--- config.mk ---
export PLATFORM = sky130hd
export DESIGN_NAME = rss_ram
export DESIGN_NICKNAME = d
export VERILOG_FILES = /design/src/rtl/rss_ram.sv
export SDC_FILE = /design/constraint.sdc
export NUM_CORES = 1
export LEC_CHECK = 0
export BUFFER_PORTS_ARGS = -buffer_cell sky130_fd_sc_hd__buf_2
export CAP_MARGIN = 20
export CORE_MARGIN = 4
export CORE_UTILIZATION = 35
export CTS_CLUSTER_DIAMETER = 100
export CTS_CLUSTER_SIZE = 10
export DETAILED_ROUTE_END_ITERATION = 10
export GPL_ROUTABILITY_DRIVEN = 0
export GPL_TIMING_DRIVEN = 0
export HOLD_SLACK_MARGIN = 0.12
export PLACE_DENSITY = 0.58
export SLEW_MARGIN = 20
export SYNTH_ARGS = -nofsm -noshare
export SYNTH_HDL_FRONTEND = slang
export SYNTH_SLANG_ARGS = --single-unit
--- constraint.sdc ---
create_clock -name clk -period 2.9 [get_ports clk]
set_clock_uncertainty 0.1 [all_clocks]
set_input_delay 0.145 -clock clk [delete_from_list [all_inputs] [get_ports clk]]
set_output_delay 0.145 -clock clk [all_outputs]
set_load 0.005 [all_outputs]
--- src/rtl/rss_ram.sv ---
// ----------------------------------------------------------------------------
// rss_ram
// Generic single-port-write, single-port-read RAM with registered read data.
// ----------------------------------------------------------------------------
`default_nettype none

module rss_ram #(
  parameter int WIDTH = 8,
  parameter int DEPTH = 16
) (
  input  wire logic                                        clk,
  input  wire logic                                        we,
  input  wire logic [((DEPTH > 1) ? $clog2(DEPTH) : 1)-1:0] waddr,
  input  wire logic [WIDTH-1:0]                            wdata,
  input  wire logic                                        re,
  input  wire logic [((DEPTH > 1) ? $clog2(DEPTH) : 1)-1:0] raddr,
  output logic      [WIDTH-1:0]                            rdata
);

  logic [WIDTH-1:0] mem [DEPTH];

  always_ff @(posedge clk) begin
    if (we) begin
      mem[waddr] <= wdata;
    end
    if (re) begin
      rdata <= mem[raddr];
    end
  end

endmodule

`default_nettype wire

# Yosys cells after proc, flatten, opt, wreduce, memory -nomap -nowiden
# Memory sizes are Yosys's and may differ from the RTL's. A register that Yosys moved wholly into a read port is not among the register bits.
# Cells that the tools add are included.
# classes
n_mux	2
# op_table
operator	count
1-bit 2-to-1 mux	2
# word_totals
ff_bits	0
ramBits	128
in_bits	19
output_inout_bits	8
word_cells	3
mem_count	1
# memory_table
name	words	word_bits	read_ports	rd_ports_with_merged_regs	write_ports	line_no	text
mem	16	8	1	1	1	20	logic [WIDTH-1:0] mem [DEPTH];

# Logic depth before layout (Yosys ltp)
# logic_depth
word_depth	2
depth_mapped	5
mapped_depth_nobuf	3

# Worst setup path after synthesis
# No wires, ideal clock.
# synth_path
path_type	input to register
from	input port waddr[2] (netlist bit)
to	memory mem[0][0] (enable)
setup_time_ns	0.383
arrival_ns	1.255
t_required_ns	2.417
slack_ns	1.162
cell_stages	2
path_buffers	0
path_cell_list	or3b_2 nor3_1
# synth_rtl
item	line_no	text
start, declared	13	input wire logic [((DEPTH > 1) ? $clog2(DEPTH) : 1)-1:0] waddr,
end, declared	20	
# Straight into the memory's write port.

==> flow_metrics.py <==
metrics = {
    "setup_path": {
        "critPathKind": "flip-flop to flip-flop",
        "critPathBufInv": 0,
        "required_ns": 2.94,
        "slowest_delay_ns": 0.57,
        "worstReg2RegStart": "mem[1][2]",
        "r2r_setup_slack_ns": 1.14,
        "cp_top_family": "multiplexers",
        "endpoint_kind": "flip-flop",
        "startpoint_type": "flip-flop",
        "worstPathArrival_ns": 1.80,
        "worst_path_max_delay_cell": "mux4_1",
        "path_cells": "mux4_1 > a22oi_1 > nand2_1",
        "critical_path.startpoint": "mem[1][2]",
        "worstPathMaxFanout": 1,
    },
    "power": {
        "combPwrFrac_pct": 4.8,
        "p_int_mw": 3.64,
        "power.density_nw_per_um2": 724,
        "p_seq_share_pct": 49.0,
        "power.leakage_nw": 2.08,
        "sw_frac_of_total_pct": 19.8,
        "clockPowerShare_pct": 46.2,
        "p_switching_mw": 0.898,
        "peakVddDrop_mv": 0.674,
    },
    "routing": {
        "wl_per_cell_um": 21.3,
        "drtAntennaViolNets": 0,
        "via_per_inst": 5.03,
        "totalWireLength_um": 10200,
        "vias": 2407,
        "dr.pass1.iters": 4,
        "route.detailed.drc": 0,
        "drtIter0Drc": 189,
    },
    "global_routing": {
        "grt_usage_pct": 13.2,
        "grt_pass1_wl_um": 15400,
        "grt_start_max_net_pins": 17,
        "grt_overflow": 0,
        "grt_pass1_vias": 2536,
        "grt_antenna_before_repair": 0,
    },
    "final_layout": {
        "nFillCells": 1245,
        "syn2layout_area_growth_pct": 20.1,
        "final_cell_mix": "136 x edfxtp_1, 28 x buf_2, 18 x mux4_2, 17 x clkbuf_16, 16 x a22oi_1",
        "final_nets": 301,
        "mostFrequentLayoutCell": "edfxtp_1",
        "stdcell_count": 479,
        "drive_above_1_share_pct": 29.5,
        "multi_input_area_um2": 1080,
        "insertedDiodeCount": 0,
        "final-seq-area_um2": 4080,
    },
    "timing": {
        "relSlewSlack_pct": 42.7,
        "min_period_ns": 1.76,
        "hold_violations": 0,
        "rsz0062_at_grt": "no",
        "worst_slew_pin_slew_ns": 0.857,
        "finalSetupTns_ns": 0,
        "setup_viol": 0,
        "fin_crit_sh_pct": 60.7,
        "drv_slew": 0,
        "fmaxAchievable_ghz": 0.568,
    },
    "cts": {
        "clk-insertion-delay-late_ns": 0.41,
        "clock_sinks": 136,
        "cts-htree-levels": 4,
        "cts_tree": "built",
        "post_cts.repair.setup_buffers": 0,
        "clockBufferDepth": 2,
        "cts-root-buf": "clkbuf_16",
        "numCtsBuffers": 17,
        "clk_pin_slew_ns": 0.06,
        "cts_resized": 0,
    },
    "place": {
        "dp.final_hpwl_um": 6540,
        "placed_cells_incl_taps": 438,
        "portBuffers": 25,
    },
    "die": {
        "rows": 44,
        "die_w_um": 130,
        "io_pins": 27,
        "dieArea_um2": 17000,
        "die_h_um": 130,
        "start_util_pct": 35.8,
        "coreArea_um2": 14600,
    },
    "synthesis": {
        "ys_warn_count": 0,
        "avgSynthCellArea_um2": 22.8,
        "syn-num-nets": 248,
        "synth_area_um2": 5230,
        "synth_cells": 229,
        "ys_types": 18,
        "ys_ff_latch": 136,
        "synth_seq_area_share_pct": 78.1,
    },
    "hold_path": {
        "min_from": "waddr[0]",
        "min_path_type": "primary input to flip-flop",
    },
    "job": {
        "cap_violations": 0,
    },
    "outcome": {
        "status": "finished, final reports clean",
    },
}
[power by group through the flow]
stage	Sequential, mW	Combinational [mW]	Clock, mW
after CTS	2.22	0.225	2.15
after global placement	2.26	0.210	0
final	2.22	0.220	2.10
after floorplan	2.26	0.112	0
after global routing	2.23	0.239	2.24
after detailed placement	2.27	0.216	0
[synthesized netlist by cell type]
library cell	number	area, µm²
a22oi_1	16	120
and2_1	1	6.26
and2b_1	1	7.51
buf_2	3	15.0
buf_4	1	7.51
buf_6	3	33.8
clkdlybuf4s25_2	3	30.0
edfxtp_1	136	4080
mux4_1	14	368
mux4_2	18	405
nand2_1	9	33.8
nand2b_1	2	12.5
nand3_1	1	5.00
nand3b_1	2	15.0
nor2_1	13	48.8
nor2b_1	1	6.26
nor3_1	4	20.0
or3b_2	1	8.76
[registers in the layout, indices dropped and copies added, names as in the netlist]
name   flops
mem      128
rdata      8
[path summary, 6_finish.rpt]
path / cells past startpoint / to
worst max-delay path: 3 / rdata[2]
worst min register to register: 3 / rdata[3]
worst min-delay path: 2 / mem[4][1]
worst max register to register: 3 / rdata[2]
[metrics by stage]
step           util, %  setup slack [ns]  area [µm²]  total power, mW  hold slack, ns
5_1_grt           43.0              1.12        6280             4.71           0.179
3_3_place_gp      38.3             0.560        5580             2.47           0.382
3_5_place_dp      38.4             0.953        5600             2.48           0.403
4_1_cts           43.0              1.15        6280             4.60           0.146
2_1_floorplan        -              1.16        5230             2.38           0.144
6_report          43.0              1.14        6280             4.54           0.176
[timing repair]
item / 4_1_cts / 5_1_grt
setup endpoints to repair: 0 / 0
hold endpoints to repair: 136 / 0
hold buffers: 9 / 0
[metal layers]
metal  track usage [%]  vias to the layer above  share of wire [%]
met3              4.26                        6                7.3
li1                  -                     1088                  -
met2              20.5                       83                 49
met4              4.22                        0               0.68
met1              17.7                     1230                 43
met5                 0                        -                  0
[area by class of cell]
cell class | count | area share, %
Timing Repair Buffer | 34 | 3.43
Tap cell | 184 | 3.67
Sequential cell | 136 | 65.1
Clock buffer | 17 | 6.78
Buffer | 10 | 1.38
Clock inverter | 15 | 2.53
Multi-Input combinational cell | 83 | 17.2
[cell families (layout without fill, tap and decap cells)]
kind of cell | Yosys count | in the layout | synth area share, %
AOI/OAI and AO/OA | 16 | 16 | 2.30
buffers and inverters | 10 | 76 | 1.65
DFF | 136 | 136 | 78.1
muxes | 32 | 32 | 14.8
and+or+nand+nor | 35 | 35 | 3.14
Note: power is estimated with default switching activity, not from simulation.
